[src/sv/lcs_pkg.sv]
// shared types, codes and helper functions for the light channel sequencer
package lcs_pkg;

  // request opcodes
  localparam logic [1:0] OP_TICK  = 2'd0;
  localparam logic [1:0] OP_WRITE = 2'd1;
  localparam logic [1:0] OP_READ  = 2'd2;

  // program command codes
  localparam logic [3:0] CMD_FRAME_START = 4'd0;
  localparam logic [3:0] CMD_FRAME_END   = 4'd1;
  localparam logic [3:0] CMD_SELECT      = 4'd2;
  localparam logic [3:0] CMD_SET         = 4'd3;
  localparam logic [3:0] CMD_SET_TIME    = 4'd4;
  localparam logic [3:0] CMD_WAIT        = 4'd5;
  localparam logic [3:0] CMD_JUMP        = 4'd6;
  localparam logic [3:0] CMD_FADE_UP     = 4'd7;
  localparam logic [3:0] CMD_FADE_DOWN   = 4'd8;
  localparam logic [3:0] CMD_LOOP_INIT   = 4'd9;
  localparam logic [3:0] CMD_LOOP_CHECK  = 4'd10;

  // configuration register indexes
  localparam logic [1:0] REG_FADE_CEILING  = 2'd0;
  localparam logic [1:0] REG_FADE_FLOOR    = 2'd1;
  localparam logic [1:0] REG_CHANNEL_LIMIT = 2'd2;

  // controller to datapath
  typedef struct packed {
    logic clear_wr;
    logic accept;
    logic fetch;
    logic exec;
    logic mod_step;
    logic mod_apply;
    logic rd_level;
    logic finish;
  } lcs_cmd_t;

  // datapath to controller
  typedef struct packed {
    logic clear_last;
    logic exec_stop;
    logic exec_mod;
    logic limit_hit;
    logic mod_last;
    logic out_free;
  } lcs_sts_t;

  function automatic logic [7:0] lcs_clamp(input logic [7:0] v, input logic [7:0] lim);
    lcs_clamp = (v > lim) ? lim : v;
  endfunction

  // multiplier ceil(2^s / d) with s = 16 + clog2(d): exact quotient for any 16 bit value
  function automatic logic [16:0] lcs_recip(input int unsigned d);
    int unsigned     s;
    longint unsigned m;
    s = 16 + $clog2(d);
    m = ((64'd1 << s) + 64'(d) - 64'd1) / 64'(d);
    lcs_recip = m[16:0];
  endfunction

endpackage

[src/sv/lcs_ctrl.sv]
// controller state machine of the light channel sequencer
module lcs_ctrl import lcs_pkg::*; (
  input  logic       clk,
  input  logic       rst_n,
  input  logic       in_valid,
  input  logic [1:0] in_opcode,
  output logic       in_stall,
  input  lcs_sts_t   sts,
  output lcs_cmd_t   cmd
);

  typedef enum logic [6:0] {
    ST_CLEAR = 7'b0000001,
    ST_IDLE  = 7'b0000010,
    ST_FETCH = 7'b0000100,
    ST_EXEC  = 7'b0001000,
    ST_MOD   = 7'b0010000,
    ST_RDLVL = 7'b0100000,
    ST_DONE  = 7'b1000000
  } lcs_state_t;

  lcs_state_t state_r, state_nxt;

  always_ff @(posedge clk) begin
    if (!rst_n) begin
      state_r <= ST_CLEAR;
    end else begin
      state_r <= state_nxt;
    end
  end

  assign in_stall = (state_r != ST_IDLE);

  always_comb begin
    state_nxt = state_r;
    cmd       = '0;
    case (state_r)
      ST_CLEAR: begin
        cmd.clear_wr = 1'b1;
        if (sts.clear_last) state_nxt = ST_IDLE;
      end
      ST_IDLE: begin
        if (in_valid) begin
          cmd.accept = 1'b1;
          case (in_opcode)
            OP_TICK: state_nxt = ST_FETCH;
            OP_READ: state_nxt = ST_RDLVL;
            default: state_nxt = ST_DONE;
          endcase
        end
      end
      ST_FETCH: begin
        cmd.fetch = 1'b1;
        state_nxt = ST_EXEC;
      end
      ST_EXEC: begin
        cmd.exec = 1'b1;
        if (sts.exec_stop) state_nxt = ST_DONE;
        else if (sts.exec_mod) state_nxt = ST_MOD;
        else if (sts.limit_hit) state_nxt = ST_DONE;
        else state_nxt = ST_FETCH;
      end
      ST_MOD: begin
        cmd.mod_step = 1'b1;
        if (sts.mod_last) begin
          cmd.mod_apply = 1'b1;
          state_nxt = sts.limit_hit ? ST_DONE : ST_FETCH;
        end
      end
      ST_RDLVL: begin
        cmd.rd_level = 1'b1;
        state_nxt = ST_DONE;
      end
      ST_DONE: begin
        if (sts.out_free) begin
          cmd.finish = 1'b1;
          state_nxt = ST_IDLE;
        end
      end
      default: begin
        state_nxt = ST_CLEAR;
      end
    endcase
  end

endmodule

[config.mk]
export PLATFORM = sky130hd
export DESIGN_NAME = lcs_ctrl
export DESIGN_NICKNAME = d
export VERILOG_FILES = /design/src/sv/lcs_pkg.sv /design/src/sv/lcs_ctrl.sv
export SDC_FILE = /design/constraint.sdc
export NUM_CORES = 1
export LEC_CHECK = 0
export BUFFER_PORTS_ARGS = -buffer_cell sky130_fd_sc_hd__buf_2
export CAP_MARGIN = 5
export CORE_UTILIZATION = 45
export DETAILED_ROUTE_END_ITERATION = 8
export PLACE_DENSITY = 0.77
export REMOVE_ABC_BUFFERS = 1
export SLEW_MARGIN = 20
export SYNTH_ARGS = -nofsm -noshare
export SYNTH_HDL_FRONTEND = slang
export SYNTH_SLANG_ARGS = --single-unit
[constraint.sdc]
create_clock -name clk -period 1.5 [get_ports clk]
set_input_delay 0 -clock clk [delete_from_list [all_inputs] [get_ports clk]]
set_output_delay 0 -clock clk [all_outputs]
set_load 0.05 [all_outputs]
# Word-level counts from Yosys, hierarchy flattened
# Index checks and enable logic that the tools add are counted.
op_classes:
  n_eq_ne: 13
  mux: 19
  n_reduce_logical: 2
op_table:
  columns: ["cell", "count"]
  rows:
  - ["$mux 7", 7]
  - ["$pmux 7 s7", 1]
  - ["$pmux 7 s2", 1]
  - ["$mux 1", 9]
  - ["$ne 2x2->1 const B", 4]
  - ["$eq 7x1->1 const B", 1]
  - ["$eq 7x2->1 const B", 1]
  - ["$eq 7x3->1 const B", 1]
  - ["$eq 7x4->1 const B", 1]
  - ["$eq 7x5->1 const B", 1]
  - ["$eq 7x6->1 const B", 1]
  - ["$eq 7x7->1 const B", 1]
  - ["$ne 7x2->1 const B", 1]
  - ["$reduce_and 4->1", 1]
  - ["$eq 2x2->1 const B", 1]
  - ["$logic_not 2->1", 1]
  - ["$mux 2", 1]
totals:
  register_bits: 7
  out_inout_bits: 9
  elab_cells: 35

# Longest topological paths before layout
depth:
  word_depth: 4
  ltp_mapped: 6
  mapped_depth_nobuf: 5

# Worst setup path before layout
# Ideal clock, no wire load.
synth_path:
  kind: "register to output"
  from: "register state_r[1]"
  to: "output cmd[2] (netlist name)"
  arrival_ns: 1.709
  required_ns: 1.500
  slack_ns: -0.209
  path_stages_with_launch: 6
  cell_sequence: "dfxtp_1 buf_6 nor3_1 nand4b_1 inv_1 and2_1"
synth_lines:
  columns: ["element", "line_no", "rtl"]
  rows:
  - ["from (decl)", "lcs_ctrl.sv:22", "lcs_state_t state_r, state_nxt;"]
  - ["from (signal assigned)", "lcs_ctrl.sv:28", "state_r <= state_nxt;"]
  - ["to (decl)", "lcs_ctrl.sv:9", "output lcs_cmd_t cmd"]

==> flow_summary.json <==
{
  "final.setup.tns_ps": -662,
  "hold_ws_ps": 12.3,
  "clkLatencyLatePin_ps": 270,
  "numClockSinks": 7,
  "r2r_setup_slack_ps": -120,
  "synth-seq-area-share_pct": 22.9,
  "initial_core_util_pct": 51.6,
  "final_nets": 120,
  "multi_input_area_um2": 465,
  "final_hold_viol_count": 0,
  "p_per_area_mw_per_mm2": 1240,
  "critical_path_class": "register to output port",
  "finalPower_mw": 1.15,
  "status": "finished, violations left",
  "synth.top_cell.area_share_pct": 22.9,
  "fin_crit_ps": 1770,
  "place_area_um2": 785,
  "top_register": "state_r",
  "ys_types": 38,
  "r2r-start": "state_r[5]",
  "drv_slew": 0,
  "io_pins": 20,
  "drt_wl_total_um": 1800,
  "cts_tree": "done",
  "maxCapViolCount": 0,
  "final_cells": 122,
  "critPathMaxFanout": 2,
  "synth.avg_cell_area_um2": 8.38,
  "htree_levels": 1,
  "die_x_um": 38.9,
  "finalClockSkew_ps": 11.5,
  "wl_per_cell_um": 14.8,
  "preCtsSetupSlack_ps": -31.0,
  "final_area_um2": 930,
  "layout-drive-gt1-share_pct": 53.7,
  "grt_pass1_wl_um": 2600,
  "routed_via_density": 5.86,
  "gp_congestion": 0.888,
  "path_clk_slew_ps": 60,
  "ys.warnings.count": 0,
  "fp.coreArea_mm2": 0.00119,
  "drc": 0,
  "cp-start-kind": "register",
  "yosys_register_bits": 7,
  "min_period_over_period_pct": 118,
  "synthToLayoutAreaGrowth_pct": 51.9,
  "setup_ws_ps": -267,
  "syn_area_um2": 612,
  "holdPathEnd": "state_r[2]",
  "fp.dieArea_mm2": 0.00151,
  "grt_pass1_vias": 632,
  "crit_path_end_kind": "output port",
  "yosysTopAreaCell": "dfxtp_1",
  "min_path_cells": 3,
  "dr.pass1.iters": 4,
  "ff_latch_area_um2": 144,
  "clock.fmax_ghz": 0.566,
  "hpwl_um": 1270,
  "largest_register_ffs": 7,
  "worst_pin_slew_ps": 301,
  "antenna_found_initial": 0,
  "die-height_um": 38.9,
  "min-delay-start": "in_opcode[1]",
  "violations": "negative setup slack",
  "finish.utilization_pct": 78.4,
  "dp_cells": 114,
  "cts_made_buffers": 3,
  "grt_max_degree": 9,
  "gr-total-overflow": 0,
  "crit_arrival_ps": 1770,
  "reg_top3": "state_r x7",
  "peakVddDrop_v": 0.000816,
  "vias": 715,
  "r2r_end": "state_r[1]",
  "diodes": 0,
  "drt_iter0_drc": 15,
  "grt_usage_pct": 26.1,
  "cp.required_ps": 1500,
  "power.leakage_nw": 0.436,
  "rsz0062_at_grt": "true",
  "syn_inst": 73,
  "cts_root_buffer": "clkbuf_4",
  "fillers": 85,
  "ant_nets": 0,
  "ff2ff_path_depth": 6,
  "slew_headroom_pct": 79.9,
  "cts.path.max_buffers": 2,
  "hold_class": "input pin to register",
  "synth_area_leaders": "dfxtp_1, nor3b_1, nor4b_4",
  "finalSetupViolations": 7,
  "num_rows": 12,
  "portBuffers": 19
}
-- area by class of cell --
| type | count | share of cell area, % |
|---|---|---|
| inverter | 4 | 1.62 |
| clock buffer | 3 | 2.42 |
| tap | 14 | 1.88 |
| multi-input combinational | 57 | 50.1 |
| sequential | 7 | 15.5 |
| clock inverter | 1 | 0.538 |
| timing repair buffer | 36 | 28.0 |
-- worst max path at each step --
stage | startpoint | end | depth (start not counted)
detailed placement | state_r[2] | state_r[2] | 6
global placement | state_r[2] | state_r[2] | 6
CTS | state_r[5] | cmd[0] | 4
finish | state_r[5] | cmd[0] | 4
floorplan | state_r[2] | cmd[2] | 4
global route | state_r[2] | cmd[2] | 6
-- critical path, cell delays in order, from the launching register on --
cell and delay, ps:
dfxtp_2 330, or4_4 550, nor4b_4 260, and2_1 190
buf_6 160
-- metal layers --
metal | routed length [µm] | GRT usage (%)
met1 | 734 | 30.0
met3 | 75 | 3.47
met5 | 0 | 0
met4 | 66 | 15.5
met2 | 925 | 45.0
-- cell usage after synthesis --
| master | instances |
|---|---|
| dfxtp_1 | 7 |
| nor2_1 | 5 |
| nor3b_1 | 5 |
| a21oi_1 | 3 |
| and2_1 | 3 |
| inv_1 | 3 |
| nor2b_1 | 3 |
| nor3_1 | 3 |
| o211ai_1 | 3 |
| o21ai_0 | 3 |
| and3_1 | 2 |
| and4_1 | 2 |
| and4b_1 | 2 |
| buf_2 | 2 |
| buf_6 | 2 |
| nand3_1 | 2 |
| o211a_1 | 2 |
| a21boi_0 | 1 |
| a21o_1 | 1 |
| a221oi_1 | 1 |
| a2bb2oi_1 | 1 |
| and3b_2 | 1 |
| clkbuf_2 | 1 |
| inv_2 | 1 |
| nand2_1 | 1 |
| nand3b_1 | 1 |
| nand4b_1 | 1 |
| nor2_2 | 1 |
| nor3_2 | 1 |
| nor3_4 | 1 |
| nor4b_1 | 1 |
| nor4b_4 | 1 |
| o21a_1 | 1 |
| o31ai_1 | 1 |
| or3_1 | 1 |
| or4_4 | 1 |
| xnor2_1 | 1 |
| xor2_1 | 1 |
-- cells in the final DEF, fill, tap and decap left out, drive strengths merged, types with 2 or more instances in the layout --
cell type / instances
nor2: 6
nor2b: 3
and4: 2
buf: 32
nor3: 5
clkbuf: 5
nor4b: 2
inv: 4
and4b: 2
nand3: 2
o211a: 2
o211ai: 3
and3: 2
dfxtp: 7
o21ai: 3
and2: 3
dlygate4sd3: 2
a21oi: 3
nor3b: 5
-- power breakdown --
part / internal, mW / switching, mW
Clock: 0.0983 / 0.0855
Combinational: 0.328 / 0.381
Sequential: 0.218 / 0.0429
Total: 0.645 / 0.509
-- cells by family (layout without fill, tap and decap cells) --
kind of cell / Yosys count / in the layout / synth area share [%]
AOI/OAI and AO/OA: 17 / 17 / 19.6
buffers and inverters: 9 / 44 / 8.59
DFF: 7 / 7 / 22.9
and+or+nand+nor: 38 / 38 / 46.0
xor gates and xnor gates: 2 / 2 / 2.86
-- timing repair --
action                                  in CTS  in global routing
endpoints found under the hold margin        1                  1
hold buffers                                 1                  1
gates resized for setup                     11                 16
endpoints found under the setup margin       8                 12
buffers inserted                             1                  1
pin swaps                                    4                  5
Note: power is estimated with default switching activity, not from simulation.
